==> src/sv/cemlp_pkg.sv <==
`default_nettype none
package cemlp_pkg;
    localparam int NEURONS_MAX = 32;
    localparam int FEATURES    = 4;
    localparam int RSD_BASE  = FEATURES;
    localparam int WOUT_BASE = 2 * FEATURES;
    localparam int BH_BASE   = 2 * FEATURES + NEURONS_MAX;
    localparam int WH_BASE   = 2 * FEATURES + 2 * NEURONS_MAX;

    localparam logic [2:0] REG_METHOD    = 3'd0;
    localparam logic [2:0] REG_FMODE     = 3'd1;
    localparam logic [2:0] REG_NCOUNT    = 3'd2;
    localparam logic [2:0] REG_OUT_BIAS  = 3'd3;
    localparam logic [2:0] REG_OUT_MEAN  = 3'd4;
    localparam logic [2:0] REG_OUT_SCALE = 3'd5;

    localparam logic CMD_LOAD = 1'b0;

    typedef enum logic [3:0] {
        S_IDLE, S_MEAN, S_RSD, S_NORM, S_NORM_ADD, S_BIAS, S_HW, S_HMAC,
        S_HDONE, S_WOUT, S_OMAC, S_Y, S_SCALE, S_FIN, S_OUT
    } t_state;

    typedef struct packed {
        logic        clr;
        logic [63:0] init;
        logic        mac;
        logic signed [31:0] a;
        logic signed [31:0] b;
    } t_mac_ctl;

    function automatic logic [63:0] sat_add64(input logic [63:0] a, input logic [63:0] b,
                                              output logic ovf);
        logic [63:0] s;
        s = a + b;
        ovf = (a[63] == b[63]) && (s[63] != a[63]);
        if (ovf) begin
            sat_add64 = a[63] ? 64'h8000_0000_0000_0000 : 64'h7FFF_FFFF_FFFF_FFFF;
        end else begin
            sat_add64 = s;
        end
    endfunction

    function automatic logic [31:0] sat32(input logic [63:0] v, output logic ovf);
        ovf = (v[63:31] != {33{1'b0}}) && (v[63:31] != {33{1'b1}});
        if (ovf) begin
            sat32 = v[63] ? 32'h8000_0000 : 32'h7FFF_FFFF;
        end else begin
            sat32 = v[31:0];
        end
    endfunction
endpackage
`default_nettype wire

==> src/sv/cemlp_mac.sv <==
`default_nettype none
module cemlp_mac
    import cemlp_pkg::*;
(
    input  wire logic        i_clk,
    input  wire t_mac_ctl    i_ctl,
    output logic [63:0]      o_acc,
    output logic             o_ovf
);
    logic signed [63:0] r_prod;
    logic               r_pv;
    logic [63:0]        r_acc;
    logic               r_ovf;
    logic [63:0]        n_acc;
    logic               n_ovf;

    always_comb begin
        n_acc = sat_add64(r_acc, r_prod, n_ovf);
    end

    always_ff @(posedge i_clk) begin
        r_prod <= i_ctl.a * i_ctl.b;
        r_pv   <= i_ctl.mac;
        if (i_ctl.clr) begin
            r_acc <= i_ctl.init;
            r_ovf <= 1'b0;
        end else if (r_pv) begin
            r_acc <= n_acc;
            r_ovf <= n_ovf;
        end else begin
            r_ovf <= 1'b0;
        end
    end

    assign o_acc = r_acc;
    assign o_ovf = r_ovf;
endmodule
`default_nettype wire
==> config.mk <==
export PLATFORM = sky130hd
export DESIGN_NAME = cemlp_mac
export DESIGN_NICKNAME = d
export VERILOG_FILES = /design/src/sv/cemlp_pkg.sv /design/src/sv/cemlp_mac.sv
export SDC_FILE = /design/constraint.sdc
export NUM_CORES = 2
export LEC_CHECK = 0
export BUFFER_PORTS_ARGS = -buffer_cell sky130_fd_sc_hd__buf_2
export CAP_MARGIN = 20
export CORE_MARGIN = 5
export CORE_UTILIZATION = 40
export DETAILED_ROUTE_END_ITERATION = 7
export PLACE_DENSITY = 0.68
export SETUP_SLACK_MARGIN = 0.5
export SYNTH_ARGS = -nofsm -noshare
export SYNTH_HDL_FRONTEND = slang
export SYNTH_SLANG_ARGS = --single-unit
export TNS_END_PERCENT = 100
==> constraint.sdc <==
create_clock -name i_clk -period 12.71 [get_ports i_clk]
set_input_delay 1.271 -clock i_clk [delete_from_list [all_inputs] [get_ports i_clk]]
set_output_delay 1.271 -clock i_clk [all_outputs]
set_load 0.02 [all_outputs]
Word level (Yosys, flattened, before mapping)
Cells that the tools add are included.
- logic and storage cells: 16
- input bits: 131
- register bits: 130
- mux-type cells: 4
- equal/unequal tests: 2
- reductions and logical operators: 3
- multiply operators: 1
- add/subtract/negate cells: 1
- bitwise logic cells: 1
- operator list (operator ; number):
    $mux W64 ; 4
    $add A64 B64 Y64 ; 1
    $mul A32 B32 Y64 ; 1
    $reduce_bool A2 Y1 ; 1
    $reduce_or A2 Y1 ; 1
    $eq A1 B1 Y1 ; 1
    $logic_and A1 B1 Y1 ; 1
    $ne A1 B1 Y1 ; 1
    $not A1 Y1 ; 1

Longest topological paths before layout
- word-level depth: 6
- gate-level depth with buffers: 29

Worst setup path after synthesis
OpenSTA, ideal clock, no wires.
- path kind: input to register
- start point: in i_ctl[63] (netlist bit)
- end point: reg r_prod[59]
- setup slack: 4.320 ns
- arrival time: 8.245 ns
- data required time: 12.565 ns
- library setup time: 0.145 ns
- stages on the path: 27
- path through: clkbuf_1 nand2_1 inv_1 fa_1 inv_1 fa_1 inv_1 fa_1 fa_1 inv_1 fa_1 inv_1 fa_1 fa_1 fa_1 ha_1 clkbuf_1 a21o_1 a21oi_1 nand3b_1 a21boi_0 o21ai_0 nand2_1 a21oi_1 nand2_1 a21oi_1 o311ai_0
- word-level cells in the longest chain between the ends: 1
- RTL lines (element ; RTL line ; text):
    start: declaration ; cemlp_mac.sv:6 ; input wire t_mac_ctl i_ctl,
    $mul A32 B32 Y64 ; cemlp_mac.sv:22 ; r_prod <= i_ctl.a * i_ctl.b;
    end signal: assignment ; cemlp_mac.sv:22 ;
    end: declaration ; cemlp_mac.sv:10 ; logic signed [63:0] r_prod;
No other way between the ends.
A chain may end at the register's enable or synchronous reset.

Worst setup path in the final report
- start point: in i_ctl[2] (netlist bit)
- end point: reg r_prod[59]
The elaborated chain is that of the path after synthesis.

==> impl_metrics.json <==
{
  "dieHeight_um": 343.1,
  "use_met2_pct": 37.55,
  "async_reset_ff_share_pct": 0,
  "drv_cap": 0,
  "start_kind": "primary input",
  "wl_um": 121800,
  "gr-usage-met3_pct": 2.386,
  "cp.required_ns": 13.02,
  "slew_viol_final": 0,
  "finalHoldViolations": 0,
  "rows": 122,
  "post_drt_wl_per_cell_um": 19.37,
  "rsz0062_at_grt": "no",
  "status": "completed",
  "cts_root_buf": "clkbuf_16",
  "synth_top_flop_cell": "dfxtp_1",
  "grt_usage_pct": 21.01,
  "antenna_found_initial": 8,
  "period_share_pct": 71.89,
  "ys_seq_area_share_pct": 7.308,
  "die_x_um": 343.1,
  "overflow": 0,
  "fin_crit_ns": 9.137,
  "clock_skew_ns": 0.01393,
  "gp_congestion": 0.9161,
  "cts_tree": "yes",
  "core_sq_um": 110400,
  "synth_top_area_share_pct": 48.85,
  "vias_per_cell": 5.196,
  "netlist_instances": 4814,
  "ys_seq_elements": 130,
  "clockBufferDepth": 2,
  "drc": 0,
  "top_usage_layer": "met2",
  "critical_path_arrival_ns": 9.44,
  "avgSynthCellArea_sq_um": 9.219,
  "areaGrowthSynthToFinish_pct": 5.844,
  "cts_setup_buffers": 0,
  "clk_pin_slew_worst_paths_ns": 0.06,
  "worst_slew_pin_slew_ns": 1.148,
  "cts_resized": 0,
  "crit_fanout": 32,
  "ios": 196,
  "hpwl_um": 99880,
  "min_path_type": "register to register",
  "grt_use_met1_pct": 25.81,
  "yosysUniqueCellTypes": 67,
  "cts_max_level": 4,
  "portBuffers": 195,
  "grt_pass1_vias": 35460,
  "ys.warnings.count": 0,
  "fp.dieArea_sq_um": 117700,
  "cp-end-kind": "register",
  "ctsHoldBuffers": 0,
  "start_util_pct": 40.21,
  "detail-route-antenna-nets": 0,
  "synth_area_sq_um": 44380,
  "insertion_delay_ns": 0.45,
  "synth_top_area_cell": "fa_1",
  "grt_max_degree": 74,
  "cts_buffers": 17,
  "yosys-top-cells-area": "fa_1 49%, inv_1 8.7%, and2_1 7.4%",
  "path_class": "primary input to register",
  "drt_iter0_markers": 2009,
  "drive_gt1_share_pct": 5.381,
  "fin_nets": 6243,
  "synth-edff-count": 64,
  "vias": 32670,
  "max-slew-margin-rel_pct": 23.16,
  "setup_violations": 0,
  "syn_nets": 6275,
  "firstDrtPassIters": 5,
  "cts_sinks": 130,
  "grt_pass1_wl_um": 194800,
  "fmax_ghz": 0.1094,
  "fin_tns_setup_ns": 0
}
critical path, cell delays in order:
cell,delay [ns]
buf_2,0.57
nand2_1,0.21
inv_1,0.17
fa_1,0.46
fa_1,0.50
fa_1,0.75
fa_1,1.00
inv_1,0.41
fa_1,0.58
inv_1,0.05
fa_1,0.55
fa_1,0.45
fa_1,0.47
ha_1,0.41
a21o_1,0.20
a21oi_1,0.19
nand3b_1,0.13
a21boi_0,0.08
o21ai_0,0.21
nand2_1,0.07
a21oi_1,0.17
nand2_1,0.11
a21oi_1,0.22
o311ai_0,0.15
sequential cells by signal (all words and copies together) (netlist names):
signal  cells
r_pv        1
o_ovf       1
o_acc      64
r_prod     64
cell usage after synthesis, types with 15 or more instances:
| library cell | n |
|---|---|
| a21oi_1 | 199 |
| nand3_1 | 39 |
| ha_1 | 247 |
| o21a_1 | 18 |
| nand2b_1 | 22 |
| nor2b_1 | 21 |
| a21o_1 | 62 |
| nor2_1 | 102 |
| edfxtp_1 | 64 |
| nor3_1 | 15 |
| o211ai_1 | 15 |
| fa_1 | 1083 |
| a211oi_1 | 46 |
| and2_1 | 525 |
| nand2_1 | 588 |
| a31oi_1 | 17 |
| clkbuf_1 | 253 |
| o21bai_1 | 17 |
| o21ai_0 | 87 |
| xnor2_1 | 84 |
| xor2_1 | 40 |
| inv_1 | 1027 |
| nand4_1 | 31 |
| dfxtp_1 | 66 |
metrics by stage:
| step | instances | util (%) | instance area, sq um | hold slack, ns | setup slack [ns] |
|---|---|---|---|---|---|
| floorplan | 4814 | - | 44380 | 0.4357 | 4.320 |
| global placement | 6251 | 42.01 | 46360 | 0.4511 | 3.283 |
| detailed placement | 6251 | 42.01 | 46360 | 0.4633 | 3.151 |
| CTS | 6283 | 42.55 | 46960 | 0.4715 | 3.587 |
| global route | 6285 | 42.56 | 46970 | 0.5014 | 3.003 |
| finish | 6288 | 42.56 | 46970 | 0.4744 | 3.573 |
cell usage in the layout, fill, tap and decap left out, drive strengths merged, types with 15 or more instances in the layout:
master     n
inv     1028
xor2      40
nand2    588
fa      1083
xnor2     84
o21a      18
nand2b    22
nor2     103
buf      215
and2     525
o21ai     88
ha       247
nand3     39
a21o      62
nor2b     21
a31oi     17
edfxtp    64
nand4     31
clkbuf    19
nor3      15
a21oi    199
a211oi    46
o21bai    17
dfxtp     66
o211ai    15
cell families after synthesis:
logic type	share of synthesized area, %
and+or+nand+nor	15.55
adders and majority gates	55.82
buffers and inverters	10.98
AOI/OAI and AO/OA	7.855
DFF	7.308
xor gates and xnor gates	2.447
muxes	0.05074
routing by layer:
layer	wire, um	vias up
met4	5916	0
met1	47170	17060
met5	0	-
li1	-	14410
met3	5189	260
met2	63550	940
layout make-up:
class,count,area [sq um]
multi-input cells,3390,36270
clock buffers,19,442.9
diodes,5,12.51
clock inverters,13,160.2
fillers,10800,63390
flip-flops and latches,130,3243
well taps,1488,1862
inverters,1028,3859
repair buffers,215,1129
final timing paths:
kind,slack [ns],startpoint,end,cells after the start
worst max-delay path,3.57,i_ctl[2],r_prod[59],24
worst min-delay path,0.47,r_pv,o_ovf,2
worst max register to register,7.76,o_acc[3],o_acc[21],10
worst min register to register,0.47,r_pv,o_ovf,2
Power is not shown: default switching activity piles up to over one toggle a cycle in this logic, so the estimate is an artifact.
